===== config.mk =====
export PLATFORM = sky130hd
export DESIGN_NAME = base64_stream_encoder
export DESIGN_NICKNAME = d
export VERILOG_FILES = /design/src/rtl/b64e_pkg.sv /design/src/rtl/b64e_front.sv /design/src/rtl/b64e_queue.sv /design/src/rtl/b64e_back.sv /design/src/rtl/base64_stream_encoder.sv
export SDC_FILE = /design/constraint.sdc
export NUM_CORES = 1
export LEC_CHECK = 0
export ABC_CLOCK_PERIOD_IN_PS = 4000
export BUFFER_PORTS_ARGS = -buffer_cell sky130_fd_sc_hd__buf_2
export CAP_MARGIN = 0
export CORE_MARGIN = 2
export CORE_UTILIZATION = 60
export CTS_CLUSTER_SIZE = 40
export DETAILED_ROUTE_END_ITERATION = 12
export HOLD_SLACK_MARGIN = 0.05
export PLACE_DENSITY = 0.82
export SKIP_CTS_REPAIR_TIMING = 1
export SLEW_MARGIN = 20
export SYNTH_ARGS = -nofsm -noshare
export SYNTH_HDL_FRONTEND = slang
export SYNTH_SLANG_ARGS = --single-unit

===== constraint.sdc =====
create_clock -name i_clk -period 4 [get_ports i_clk]
set_clock_uncertainty 0.1 [all_clocks]
set_input_delay 0.4 -clock i_clk [delete_from_list [all_inputs] [get_ports i_clk]]
set_output_delay 0.4 -clock i_clk [all_outputs]
set_load 0.01 [all_outputs]

===== src/rtl/b64e_pkg.sv =====
package b64e_pkg;

    // one base64 symbol: either a 6-bit sextet or an '=' pad
    typedef struct packed {
        logic       pad;
        logic [5:0] sext;
    } t_sym;

    // all characters caused by one input byte
    typedef struct packed {
        logic [1:0] last_idx;   // index of the final symbol, 0..3
        logic       last;       // word closes the message
        t_sym [3:0] syms;
    } t_group;

    localparam logic [7:0] PAD_CHAR  = 8'h3D;
    localparam logic [7:0] CHAR_UP_A = 8'h41;
    localparam logic [7:0] CHAR_LO_A = 8'h61;
    localparam logic [7:0] CHAR_ZERO = 8'h30;
    localparam logic [7:0] CHAR_PLUS = 8'h2B;
    localparam logic [7:0] CHAR_SLASH = 8'h2F;

    localparam logic [1:0] PH_START = 2'd0;
    localparam logic [1:0] PH_ONE   = 2'd1;
    localparam logic [1:0] PH_TWO   = 2'd2;

    // sextet or pad to ASCII
    function automatic logic [7:0] sym_to_ascii(input t_sym s);
        logic [7:0] v;
        logic [7:0] c;
        v = {2'b00, s.sext};
        case (s.sext) inside
            [6'd0:6'd25]:  c = CHAR_UP_A + v;
            [6'd26:6'd51]: c = CHAR_LO_A + (v - 8'd26);
            [6'd52:6'd61]: c = CHAR_ZERO + (v - 8'd52);
            6'd62:         c = CHAR_PLUS;
            default:       c = CHAR_SLASH;
        endcase
        return s.pad ? PAD_CHAR : c;
    endfunction

endpackage


===== src/rtl/b64e_front.sv =====
module b64e_front import b64e_pkg::*; (
    input  logic       i_clk,
    input  logic       i_rst_n,
    input  logic       i_push,
    input  logic [7:0] i_data_byte,
    input  logic       i_end_of_message,
    output t_group     o_group
);

    logic [1:0] r_phase, n_phase;
    logic [3:0] r_left, n_left;
    t_group     grp;

    // split the byte into sextets, flush and pad at message end
    always_comb begin
        t_sym none;
        none        = '{pad: 1'b1, sext: 6'd0};
        grp.syms    = {none, none, none, none};
        grp.last    = i_end_of_message;
        grp.last_idx = 2'd0;
        n_phase     = r_phase;
        n_left      = r_left;
        case (r_phase)
            PH_ONE: begin
                grp.syms[0] = '{pad: 1'b0, sext: {r_left[1:0], i_data_byte[7:4]}};
                n_left      = i_data_byte[3:0];
                n_phase     = PH_TWO;
                if (i_end_of_message) begin
                    grp.syms[1]  = '{pad: 1'b0, sext: {i_data_byte[3:0], 2'b00}};
                    grp.last_idx = 2'd2;
                end
            end
            PH_TWO: begin
                grp.syms[0] = '{pad: 1'b0, sext: {r_left, i_data_byte[7:6]}};
                grp.syms[1] = '{pad: 1'b0, sext: i_data_byte[5:0]};
                grp.last_idx = 2'd1;
                n_left      = 4'd0;
                n_phase     = PH_START;
            end
            default: begin
                grp.syms[0] = '{pad: 1'b0, sext: i_data_byte[7:2]};
                n_left      = {2'b00, i_data_byte[1:0]};
                n_phase     = PH_ONE;
                if (i_end_of_message) begin
                    grp.syms[1]  = '{pad: 1'b0, sext: {i_data_byte[1:0], 4'b0000}};
                    grp.last_idx = 2'd3;
                end
            end
        endcase
        if (i_end_of_message) begin
            n_left  = 4'd0;
            n_phase = PH_START;
        end
    end

    assign o_group = grp;

    // group state advances per accepted byte
    always_ff @(posedge i_clk) begin
        if (!i_rst_n) begin
            r_phase <= PH_START;
            r_left  <= 4'd0;
        end else if (i_push) begin
            r_phase <= n_phase;
            r_left  <= n_left;
        end
    end

endmodule


===== src/rtl/b64e_queue.sv =====
module b64e_queue import b64e_pkg::*; (
    input  logic   i_clk,
    input  logic   i_rst_n,
    input  logic   i_push,
    input  t_group i_group,
    input  logic   i_pop,
    output logic   o_full,
    output logic   o_not_empty,
    output t_group o_head
);

    t_group     r_mem [2];
    logic       r_wr_ptr, r_rd_ptr;
    logic [1:0] r_count;

    assign o_full      = r_count[1];
    assign o_not_empty = (r_count != 2'd0);
    assign o_head      = r_mem[r_rd_ptr];

    // storage
    always_ff @(posedge i_clk) begin
        if (i_push) begin
            r_mem[r_wr_ptr] <= i_group;
        end
    end

    // pointers and fill count
    always_ff @(posedge i_clk) begin
        if (!i_rst_n) begin
            r_wr_ptr <= 1'b0;
            r_rd_ptr <= 1'b0;
            r_count  <= 2'd0;
        end else begin
            if (i_push) begin
                r_wr_ptr <= ~r_wr_ptr;
            end
            if (i_pop) begin
                r_rd_ptr <= ~r_rd_ptr;
            end
            case ({i_push, i_pop})
                2'b10:   r_count <= r_count + 2'd1;
                2'b01:   r_count <= r_count - 2'd1;
                default: r_count <= r_count;
            endcase
        end
    end

endmodule


===== src/rtl/b64e_back.sv =====
module b64e_back import b64e_pkg::*; (
    input  logic       i_clk,
    input  logic       i_rst_n,
    input  logic       i_head_valid,
    input  t_group     i_head,
    output logic       o_pop,
    output logic       o_valid,
    input  logic       i_ready,
    output logic [7:0] o_out_char,
    output logic       o_out_last
);

    logic [1:0] r_idx;
    logic       r_valid;
    logic [7:0] r_char;
    logic       r_last;
    logic       load;
    logic       at_end;

    // output register refills when empty or being taken
    assign load   = i_head_valid && (!r_valid || i_ready);
    assign at_end = (r_idx == i_head.last_idx);
    assign o_pop  = load && at_end;

    always_ff @(posedge i_clk) begin
        if (!i_rst_n) begin
            r_idx   <= 2'd0;
            r_valid <= 1'b0;
        end else begin
            if (load) begin
                r_idx   <= at_end ? 2'd0 : r_idx + 2'd1;
                r_valid <= 1'b1;
            end else if (i_ready) begin
                r_valid <= 1'b0;
            end
        end
    end

    // payload
    always_ff @(posedge i_clk) begin
        if (load) begin
            r_char <= sym_to_ascii(i_head.syms[r_idx]);
            r_last <= i_head.last && at_end;
        end
    end

    assign o_valid    = r_valid;
    assign o_out_char = r_char;
    assign o_out_last = r_last;

endmodule


===== src/rtl/base64_stream_encoder.sv =====
// Base64 stream encoder: one byte in, one to four characters out.
// The first character of a byte passes through the queue and then the output register.
// The output stage gives one character per cycle while i_ready is high; a byte makes
// one or two characters (up to four on a message end).
// A two-word queue sits between the byte splitter and the output stage.
// Synchronous active-low reset clears group state, queue and output valid.
module base64_stream_encoder import b64e_pkg::*; (
    input  logic       i_clk,
    input  logic       i_rst_n,
    input  logic       i_valid,
    output logic       o_ready,
    input  logic [7:0] i_data_byte,
    input  logic       i_end_of_message,
    output logic       o_valid,
    input  logic       i_ready,
    output logic [7:0] o_out_char,
    output logic       o_out_last
);

    t_group grp;
    t_group head;
    logic   push;
    logic   pop;
    logic   full;
    logic   not_empty;

    assign o_ready = !full;
    assign push    = i_valid && !full;

    b64e_front u_front (
        .i_clk            (i_clk),
        .i_rst_n          (i_rst_n),
        .i_push           (push),
        .i_data_byte      (i_data_byte),
        .i_end_of_message (i_end_of_message),
        .o_group          (grp)
    );

    b64e_queue u_queue (
        .i_clk       (i_clk),
        .i_rst_n     (i_rst_n),
        .i_push      (push),
        .i_group     (grp),
        .i_pop       (pop),
        .o_full      (full),
        .o_not_empty (not_empty),
        .o_head      (head)
    );

    b64e_back u_back (
        .i_clk        (i_clk),
        .i_rst_n      (i_rst_n),
        .i_head_valid (not_empty),
        .i_head       (head),
        .o_pop        (pop),
        .o_valid      (o_valid),
        .i_ready      (i_ready),
        .o_out_char   (o_out_char),
        .o_out_last   (o_out_last)
    );

endmodule

==> qor.log, run 1 <==
[logic_synthesis] count leader, synth sky130_fd_sc_hd__edfxtp_1
[timing] share of the clock period used by the worst path 0.797
[worst_hold_path] worst hold path startpoint i_data_byte[0]
[logic_synthesis] ranking of synthesized cells by area sky130_fd_sc_hd__edfxtp_1 (40%), sky130_fd_sc_hd__dfxtp_1 (9.1%), sky130_fd_sc_hd__ha_1 (6.5%)
[global_route] first-pass GRT wire length 9.65 mm
[floorplanning] floorplan die area 5700 um^2
[logic_synthesis] synthesized instance count 276
[clock_network] Clk Tree Root Cell sky130_fd_sc_hd__clkbuf_8
[timing] Final Hold Viols 0
[timing] accumulated negative setup slack 0 ns
[finish] signed area change from the synthesized netlist to the final layout 9.42%
[run] maxcap violations 0
[clock_network] clk sink count 55
[finish] layout cell share with drive strength beyond 1 0.177
[clock_network] TritonCTS clock tree done
[worst_hold_path] terminating pin of the worst hold path u_front.r_left[0]$_SDFFE_PN0P_
[timing] worst slew pin tran 0.557 ns
[floorplanning] chip height 75.5 um
[route] post-detailed-routing wire length 5.70 mm
[worst_setup_path] WS Path Type register to register
[global_route] number of global-route vias before repair 2,108
[route] WL per Instance 15.4 um
[route] post-detailed-route via-to-cell ratio 5.76
[logic_synthesis] most used standard cells in the synthesized netlist sky130_fd_sc_hd__edfxtp_1 (41), sky130_fd_sc_hd__nand2_1 (23), sky130_fd_sc_hd__nor2_1 (20)
[floorplanning] initial cell density of the core 0.612
[logic_synthesis] flip-flop and latch count after synthesis 55
[timing] Hold Worst Slack 0.285 ns
[floorplanning] floorplan die width 75.5 um
[logic_synthesis] net count of the mapped netlist 305
[worst_setup_path] destination of the worst register-to-register timing path u_back.o_out_char[6]$_SDFFCE_PP0P_
[finish] Post-layout nets 328
[worst_setup_path] type of origin of the critical path register
[clock_network] CTS Buffer Depth 2
[placed_design] PortBufs 23
[logic_synthesis] register area share after synthesis 0.493
[timing] Slew Limit Fails 0
[timing] final number of setup-violating endpoints 0
[timing] RSZ-0062 raised after global routing false
[worst_setup_path] Req. time, crit path 3.97 ns
[worst_setup_path] Worst Path Arrival 3.16 ns
[power] switching part of the total 0.419
[worst_setup_path] register-to-register setup slack 0.81 ns
[route] Antenna Nets Post-Route 0
[power] cell-internal power 0.00163 W
[worst_setup_path] kind of end point of the critical path register
[clock_network] clock network latency to the later pin of the worst-skew pair 0.31 ns
[logic_synthesis] Syn Area/Cell 11.1 um^2
[logic_synthesis] number of synthesized flops with an enable pin 41
[worst_setup_path] number of cells on the worst reg-to-reg path 10
[status] outcome complete, no violations
[logic_synthesis] share of async-settable or async-resettable flops after synthesis 0
[power] Worst IR Drop VDD 0.000341 V
[route] number of remaining DRC errors 0
[logic_synthesis] synthesized area 3070 um^2
[global_route] GR Overflow Total 0
[timing] Max-slew headroom 0.629
[route] count of vias placed by the detailed router 2,133
[logic_synthesis] cell taking the most area after synthesis sky130_fd_sc_hd__edfxtp_1
[global_route] largest net degree at the start of global routing 23
[clock_network] H-tree level count 2
[global_route] global-route usage over all layers 0.228
[logic_synthesis] distinct cell type count of the synthesized netlist 56
[power] clock network power share 0.131
[power] combinational power share 0.551
[floorplanning] Core Footprint 5010 um^2
[floorplanning] number of top-level design ports 24
[worst_hold_path] Hold Path Class primary input to register
[global_route] antenna violations before repair 0
[floorplanning] Std-Cell Rows 26
[timing] maximum achievable frequency 0.314 GHz
[placed_design] placer's final routability congestion estimate 0.937
[worst_hold_path] number of cells on the worst hold path 3
[finish] Antenna diodes 0
[logic_synthesis] dominant synthesized flop cell sky130_fd_sc_hd__edfxtp_1
[power] switching power of the nets 0.00117 W
[clock_network] clock transition at the register clock pins on the worst setup and hold paths after CTS 0.10 ns
[clock_network] Num CTS Buffers 5
[power] power per cell area 836 nW/um^2
[worst_setup_path] CP max FO 6
[route] DR pass1 iterations 4
[logic_synthesis] proportion of netlist area held by the largest area contributor 0.401
[logic_synthesis] count of warnings emitted by yosys 0
[power] portion of total power attributed to sequential cells 0.318
[timing] crit path time final 3.19 ns
[power] total leakage power 1.21 nW
[placed_design] HPWL reported at the end of detailed placement 4.34 mm
[route] detailed router's first-iteration violation count 127
[worst max-delay path by stage]
stage | to | slack (ns)
after floorplan | u_back.o_out_char[6]$_SDFFCE_PP0P_ | 1.01
after global placement | u_back.o_out_char[6]$_SDFFCE_PP0P_ | 0.92
after detailed placement | u_back.o_out_char[6]$_SDFFCE_PP0P_ | 0.80
after CTS | u_back.o_out_char[6]$_SDFFCE_PP0P_ | 0.79
after global routing | u_back.o_out_char[6]$_SDFFCE_PP0P_ | 0.58
final | u_back.o_out_char[6]$_SDFFCE_PP0P_ | 0.81
[power by group through the flow]
stage	clock network, W	registers, W	logic [W]
global placement	0	0.000902	0.00149
detailed placement	0	0.000909	0.00153
floorplan	0	0.000906	0.00117
CTS	0.000374	0.000896	0.00153
global route	0.000395	0.000915	0.00171
finish	0.000367	0.000893	0.00155
[metrics by stage]
stage | cells | power (W) | instance area [um^2] | setup slack, ns | utilization
CTS | 370 | 0.00280 | 3360 | 0.792 | 0.670
detailed placement | 362 | 0.00243 | 3240 | 0.795 | 0.647
finish | 370 | 0.00281 | 3360 | 0.811 | 0.670
global route | 370 | 0.00302 | 3360 | 0.575 | 0.670
global placement | 362 | 0.00240 | 3240 | 0.918 | 0.647
floorplan | 276 | 0.00208 | 3070 | 1.01 | -
[kinds of logic (layout without fill, tap and decap cells)]
| family | after synthesis | count (layout) | share of synthesized area |
|---|---|---|---|
| buf+inv | 24 | 48 | 0.0339 |
| flops | 55 | 55 | 0.493 |
| fa+ha+maj | 16 | 16 | 0.0653 |
| mux | 13 | 13 | 0.0653 |
| simple gates | 86 | 86 | 0.144 |
| xor+xnor | 14 | 14 | 0.0400 |
| compound gates | 68 | 68 | 0.159 |
[state kept, by name (all words and copies together), names as in the netlist, named ones only]
name,cells
u_queue.r_rd_ptr,1
u_front.r_phase,2
u_queue.r_count,2
u_queue.r_wr_ptr,1
u_back.o_out_last,1
u_back.r_idx,2
u_queue.r_mem,32
u_back.o_out_char,8
u_back.o_valid,1
u_front.r_left,4
[layout make-up]
class,instances,area (um^2)
Sequential cell,55,1510
Inverter,14,52.6
Clock inverter,3,46.3
Timing Repair Buffer,26,138
Clock buffer,5,68.8
Fill cell,387,1650
Multi-Input combinational cell,197,1450
Tap cell,70,87.6
[metal layers]
metal,global-route usage,vias up,wire length [um]
met4,0.0877,0,127
met1,0.278,1002,2350
met2,0.400,51,3010
met3,0.0423,13,212
li1,-,1067,-
met5,0,-,0
[layout by cell type (no fill, tap or decap), drive strengths merged, types with 6 or more instances in the layout]
master / n
nand3: 7
buf: 26
a22oi: 8
ha: 16
o21ai: 16
edfxtp: 41
xnor2: 10
a21oi: 12
o21a: 6
dfxtp: 14
nand2: 24
nor2: 20
and2: 8
nor2b: 7
inv: 15
[critical path, cell delays in order, from the launching register on]
cell and delay (ns):
sky130_fd_sc_hd__dfxtp_1 0.52, sky130_fd_sc_hd__mux4_2 0.60, sky130_fd_sc_hd__and2_1 0.25, sky130_fd_sc_hd__inv_1 0.16
sky130_fd_sc_hd__ha_1 0.24, sky130_fd_sc_hd__inv_1 0.09, sky130_fd_sc_hd__a311o_1 0.33, sky130_fd_sc_hd__a21oi_2 0.20
sky130_fd_sc_hd__nor4b_2 0.22, sky130_fd_sc_hd__nor4_1 0.09, sky130_fd_sc_hd__o21a_1 0.17
(Power assumes the default switching activity.)
==> inputs of run 2 (changes only) <==
ABC_CLOCK_PERIOD_IN_PS = 3300   (was 4000)
clock period = 3.3 ns   (was 4 ns; I/O delays follow)
==> run 2 against run 1 <==
Wire length hardly changed. Die area stayed put. Cell count is 0.81% higher. Core utilization is 0.075 points higher. Sequential share of layout area hardly changed. Power is 20% higher. Largest power group unchanged.
==> qor.log, run 2 (synthesis gave the netlist of run 1 again) <==
[finish] Antenna diodes 0
[route] DR pass1 iterations 6
[worst_setup_path] Req. time, crit path 3.25 ns
[finish] most flop-heavy register u_queue.r_mem
[route] WL per Instance 15.3 um
[route] Antenna Nets Post-Route 0
[global_route] first-pass GRT wire length 9.34 mm
[timing] RSZ-0062 raised after global routing false
[route] post-detailed-route via-to-cell ratio 5.85
[floorplanning] floorplan die width 75.5 um
[global_route] largest net degree at the start of global routing 23
[floorplanning] Std-Cell Rows 26
[placed_design] placer's final routability congestion estimate 0.980
[worst_setup_path] kind of end point of the critical path register
[global_route] antenna violations before repair 0
[status] outcome complete, no violations
[floorplanning] Core Footprint 5010 um^2
[route] detailed router's first-iteration violation count 153
[finish] top library cells by usage in the layout, fill and taps aside sky130_fd_sc_hd__edfxtp_1 (41), sky130_fd_sc_hd__nand2_1 (23), sky130_fd_sc_hd__buf_2 (23)
[floorplanning] number of top-level design ports 24
[timing] crit path time final 3.09 ns
[floorplanning] initial cell density of the core 0.612
[clock_network] clock network latency to the later pin of the worst-skew pair 0.30 ns
[timing] worst slew pin tran 0.557 ns
[route] post-detailed-routing wire length 5.70 mm
[worst_hold_path] Hold Path Class primary input to register
[worst_setup_path] cell type of the slowest stage on the worst timing path sky130_fd_sc_hd__mux4_2
[floorplanning] chip height 75.5 um
[timing] accumulated negative setup slack 0 ns
[placed_design] pre-CTS WS 0.0961 ns
[finish] Post-layout nets 331
[clock_network] clk sink count 55
[clock_network] Num CTS Buffers 5
[worst_setup_path] Crit path largest cell delay 0.55 ns
[placed_design] HPWL reported at the end of detailed placement 4.38 mm
[timing] Hold Worst Slack 0.243 ns
[floorplanning] floorplan die area 5700 um^2
[timing] Max-slew headroom 0.629
[worst_setup_path] WS Path Type register to register
[power] Worst IR Drop VDD 0.000487 V
[finish] signed area change from the synthesized netlist to the final layout 9.54%
[finish] Final Core Density 0.671
[finish] leading cell type in the layout, fill and taps excluded sky130_fd_sc_hd__edfxtp_1
[clock_network] H-tree level count 2
[worst_setup_path] type of origin of the critical path register
[timing] min setup slack post-route 0.209 ns
[timing] final number of setup-violating endpoints 0
[run] maxcap violations 0
[timing] Final Hold Viols 0
[clock_network] Clk Tree Root Cell sky130_fd_sc_hd__clkbuf_8
[clock_network] CTS Buffer Depth 2
[global_route] GR Overflow Total 0
[timing] maximum achievable frequency 0.324 GHz
[route] number of remaining DRC errors 0
[finish] flip-flop count of the largest register after layout 32
[finish] layout cell share with drive strength beyond 1 0.185
[clock_network] TritonCTS clock tree done
[timing] share of the clock period used by the worst path 0.937
[worst_setup_path] Worst Path Arrival 3.04 ns
[clock_network] clock transition at the register clock pins on the worst setup and hold paths after CTS 0.10 ns
[placed_design] PortBufs 23
[worst_setup_path] CP max FO 8
[route] count of vias placed by the detailed router 2,182
[timing] Slew Limit Fails 0
[worst_setup_path] ordered cell list for the critical path mux4_2 > nand2_1 > inv_1 > ha_1 > nor3b_1 > a211o_1 > nor4_1 > o31a_1 > o221ai_2
[power] power per cell area 1000 nW/um^2
[global_route] number of global-route vias before repair 2,112
[global_route] global-route usage over all layers 0.220
[power] total leakage power 1.22 nW
## run 2: changes by cell type in the layout (fill, tap and decap cells not counted)
cell                         delta
sky130_fd_sc_hd__buf_4          +3
sky130_fd_sc_hd__bufinv_16      -1
sky130_fd_sc_hd__clkbuf_1       +1
sky130_fd_sc_hd__clkbuf_8       +1
sky130_fd_sc_hd__clkinv_4       +1
sky130_fd_sc_hd__clkinvlp_4     -1
sky130_fd_sc_hd__dfxtp_1        -1
sky130_fd_sc_hd__dfxtp_2        +1
sky130_fd_sc_hd__inv_6          -1
## run 2: layout make-up
type | count | area, um^2
Clock inverter | 1 | 8.76
Clock buffer | 7 | 86.3
Inverter | 14 | 52.6
Tap cell | 70 | 87.6
Sequential cell | 55 | 1510
Multi-Input combinational cell | 197 | 1450
Timing Repair Buffer | 29 | 160
Fill cell | 399 | 1650
## run 2: per-layer routing
| metal | vias to the layer above | GRT usage | wire length (um) |
|---|---|---|---|
| met5 | - | 0 | 0 |
| met4 | 0 | 0.101 | 184 |
| met3 | 19 | 0.0437 | 279 |
| met2 | 82 | 0.386 | 2860 |
| met1 | 1010 | 0.259 | 2380 |
| li1 | 1071 | - | - |
## run 2: critical path, delay by kind of cell, from the launching register on
kind | cells | cell delay [ns]
flops | 1 | 0.43
simple gates | 3 | 0.72
fa+ha+maj | 1 | 0.27
buf+inv | 1 | 0.14
compound gates | 3 | 0.64
mux | 1 | 0.55
## run 2: report_power, final
| group | internal (W) | leakage (nW) | switching, W |
|---|---|---|---|
| Sequential | 0.000990 | 0.504 | 0.0000812 |
| Clock | 0.000172 | 0.0484 | 0.000196 |
| Combinational | 0.000783 | 0.671 | 0.00115 |
## run 2: metrics by stage
step	instance area (um^2)	cells	power, W
floorplan	3070	276	0.00252
global placement	3260	365	0.00295
detailed placement	3260	365	0.00298
CTS	3360	373	0.00335
global route	3360	373	0.00359
finish	3360	373	0.00337
## run 2: final timing paths
path / start / slack, ns / cells after the start / to
worst max-delay path: register / 0.21 / 9 / u_back.o_out_char[5]$_SDFFCE_PP1P_
worst min-delay path: i_data_byte[0] / 0.24 / 3 / u_front.r_left[0]$_SDFFE_PN0P_
worst max register to register: register / 0.21 / 9 / u_back.o_out_char[5]$_SDFFCE_PP1P_
worst min register to register: u_front.r_left[0]$_SDFFE_PN0P_ / 0.39 / 2 / u_front.r_left[0]$_SDFFE_PN0P_
==> inputs of run 3 (changes only) <==
MAX_ROUTING_LAYER = met4   (was default)
==> run 3 against run 2 <==
Cell count unchanged. Critical path depth up 1. Power up 2.9%. Clock power up 30%. Cell area grew 1.0%. Die area did not move. Non-clock buffer count unchanged. Maximum frequency fell by 0.93%. Highest routed layer unchanged.
==> qor.log, run 3 (synthesis gave the netlist of run 1 again) <==
[worst_setup_path] ordered cell list for the critical path mux4_2 > and2_1 > inv_1 > ha_1 > inv_1 > a311o_1 > a21oi_2 > nor4b_2 > nor4_1 > o21a_1
[worst_setup_path] cell type of the slowest stage on the worst timing path sky130_fd_sc_hd__mux4_2
[clock_network] Num CTS Buffers 5
[finish] Antenna diodes 0
[floorplanning] number of top-level design ports 24
[power] combinational power share 0.553
[route] detailed router's first-iteration violation count 161
[worst_setup_path] type of origin of the critical path register
[worst_setup_path] number of cells on the worst reg-to-reg path 10
[power] cell-internal power 0.00202 W
[worst_hold_path] terminating pin of the worst hold path u_front.r_left[0]$_SDFFE_PN0P_
[global_route] number of global-route vias before repair 2,079
[clock_network] H-tree level count 2
[timing] share of the clock period used by the worst path 0.945
[global_route] largest net degree at the start of global routing 23
[status] outcome complete, no violations
[finish] Post-layout nets 331
[clock_network] clk sink count 55
[route] WL per Instance 15.7 um
[worst_setup_path] Req. time, crit path 3.28 ns
[route] post-detailed-routing wire length 5.85 mm
[worst_setup_path] CP max FO 6
[timing] maximum achievable frequency 0.321 GHz
[floorplanning] Core Footprint 5010 um^2
[route] DR pass1 iterations 5
[floorplanning] Std-Cell Rows 26
[worst_setup_path] register-to-register setup slack 0.18 ns
[power] power per cell area 1020 nW/um^2
[worst_setup_path] Worst Path Arrival 3.10 ns
[placed_design] placer's final routability congestion estimate 0.979
[timing] worst slew pin tran 0.550 ns
[finish] most flop-heavy register u_queue.r_mem
[route] number of remaining DRC errors 0
[power] total leakage power 1.24 nW
[floorplanning] floorplan die area 5700 um^2
[worst_setup_path] kind of end point of the critical path register
[floorplanning] chip height 75.5 um
[timing] Slew Limit Fails 0
[power] switching part of the total 0.419
[route] count of vias placed by the detailed router 2,211
[floorplanning] floorplan die width 75.5 um
[global_route] first-pass GRT wire length 9.67 mm
[finish] layout cell share with drive strength beyond 1 0.188
[power] Worst IR Drop VDD 0.000464 V
[timing] accumulated negative setup slack 0 ns
[worst_setup_path] family of cells with the greatest summed delay on the critical path compound AO/OA/AOI/OAI gates
[global_route] GR Overflow Total 0
[power] portion of total power attributed to sequential cells 0.309
[finish] signed area change from the synthesized netlist to the final layout 10.7%
[clock_network] TritonCTS clock tree done
[finish] top library cells by usage in the layout, fill and taps aside sky130_fd_sc_hd__edfxtp_1 (41), sky130_fd_sc_hd__nand2_1 (23), sky130_fd_sc_hd__buf_2 (23)
[placed_design] PortBufs 23
[worst_hold_path] Hold Path Class primary input to register
[worst_setup_path] Crit path largest cell delay 0.55 ns
[worst_hold_path] worst hold path startpoint i_data_byte[0]
[timing] Max-slew headroom 0.633
[timing] RSZ-0062 raised after global routing false
[power] switching power of the nets 0.00145 W
[finish] number of filler instances in the final layout 381
[placed_design] HPWL reported at the end of detailed placement 4.31 mm
[clock_network] clock transition at the register clock pins on the worst setup and hold paths after CTS 0.10 ns
[worst_hold_path] number of cells on the worst hold path 3
[worst_setup_path] WS Path Type register to register
[timing] final number of setup-violating endpoints 0
[finish] Final Core Density 0.678
[route] post-detailed-route via-to-cell ratio 5.93
[clock_network] CTS Buffer Depth 2
[finish] flip-flop count of the largest register after layout 32
[clock_network] Clk Tree Root Cell sky130_fd_sc_hd__clkbuf_8
[global_route] antenna violations before repair 0
[power] clock network power share 0.137
[timing] Final Hold Viols 0
[global_route] global-route usage over all layers 0.235
[worst_setup_path] CP dominant cell by count sky130_fd_sc_hd__inv_1
[run] maxcap violations 0
[route] Antenna Nets Post-Route 0
[worst_setup_path] destination of the worst register-to-register timing path u_back.o_out_char[6]$_SDFFCE_PP0P_
[finish] leading cell type in the layout, fill and taps excluded sky130_fd_sc_hd__edfxtp_1
[floorplanning] initial cell density of the core 0.612
[worst_setup_path] buffers plus inverters on the worst setup path 2
[timing] crit path time final 3.12 ns
[clock_network] clock network latency to the later pin of the worst-skew pair 0.31 ns
-- run 3: cell types whose count changed in the layout (fill, tap and decap cells not counted), sizes merged --
cell,previous run,this run
clkinv,1,0
inv,14,15
-- run 3: worst max-delay path by stage --
stage                        start                            endpoint  slack (ns)  depth (start not counted)
after detailed placement  register  u_back.o_out_char[6]$_SDFFCE_PP0P_        0.08                         10
after CTS                 register  u_back.o_out_char[6]$_SDFFCE_PP0P_        0.07                         10
final                     register  u_back.o_out_char[6]$_SDFFCE_PP0P_        0.18                         10
after global routing      register  u_back.o_out_char[6]$_SDFFCE_PP0P_       0.004                         10
after global placement    register  u_back.o_out_char[5]$_SDFFCE_PP1P_        0.20                          9
after floorplan           register  u_back.o_out_char[6]$_SDFFCE_PP0P_        0.31                         11
-- run 3: power groups by stage --
stage	logic [W]	registers [W]	clock network, W
after floorplan	0.00142	0.00110	0
after global placement	0.00187	0.00108	0
after detailed placement	0.00188	0.00109	0
after CTS	0.00190	0.00107	0.000484
after global routing	0.00210	0.00110	0.000503
final	0.00192	0.00107	0.000477
-- run 3: per-stage QoR --
| stage | instance area [um^2] | setup slack (ns) | total power [W] | hold WS, ns | cells |
|---|---|---|---|---|---|
| after floorplan | 3070 | 0.310 | 0.00252 | 0.329 | 276 |
| after global placement | 3260 | 0.196 | 0.00295 | 0.371 | 365 |
| after detailed placement | 3260 | 0.0776 | 0.00297 | 0.395 | 365 |
| after CTS | 3390 | 0.0677 | 0.00346 | 0.210 | 373 |
| after global routing | 3400 | 0.00372 | 0.00370 | 0.236 | 373 |
| final | 3400 | 0.180 | 0.00347 | 0.218 | 373 |
-- run 3: layout make-up --
| cell class | instances | area [um^2] | area share |
|---|---|---|---|
| repair buffers | 29 | 160 | 0.0472 |
| flip-flops and latches | 55 | 1510 | 0.445 |
| multi-input cells | 197 | 1450 | 0.428 |
| clock buffers | 7 | 119 | 0.0350 |
| inverters | 14 | 52.6 | 0.0155 |
| well taps | 70 | 87.6 | 0.0258 |
| clock inverters | 1 | 11.3 | 0.00332 |
-- run 3: layer usage --
layer | GRT usage | vias to the layer above | wire, um | part of all wire
met5 | - | - | 0 | 0
met4 | 0.0994 | 0 | 172 | 0.029
met3 | 0.0423 | 13 | 263 | 0.045
met2 | 0.403 | 76 | 3040 | 0.52
met1 | 0.271 | 1050 | 2370 | 0.41
li1 | - | 1072 | - | -
-- run 3: worst reg2reg max path, stage by stage, from the launching register on --
cell	delay, ns
sky130_fd_sc_hd__dfxtp_2	0.44
sky130_fd_sc_hd__mux4_2	0.56
sky130_fd_sc_hd__and2_1	0.24
sky130_fd_sc_hd__inv_1	0.19
sky130_fd_sc_hd__ha_1	0.26
sky130_fd_sc_hd__inv_1	0.09
sky130_fd_sc_hd__a311o_1	0.34
sky130_fd_sc_hd__a21oi_2	0.20
sky130_fd_sc_hd__nor4b_2	0.22
sky130_fd_sc_hd__nor4_1	0.10
sky130_fd_sc_hd__o21a_1	0.17
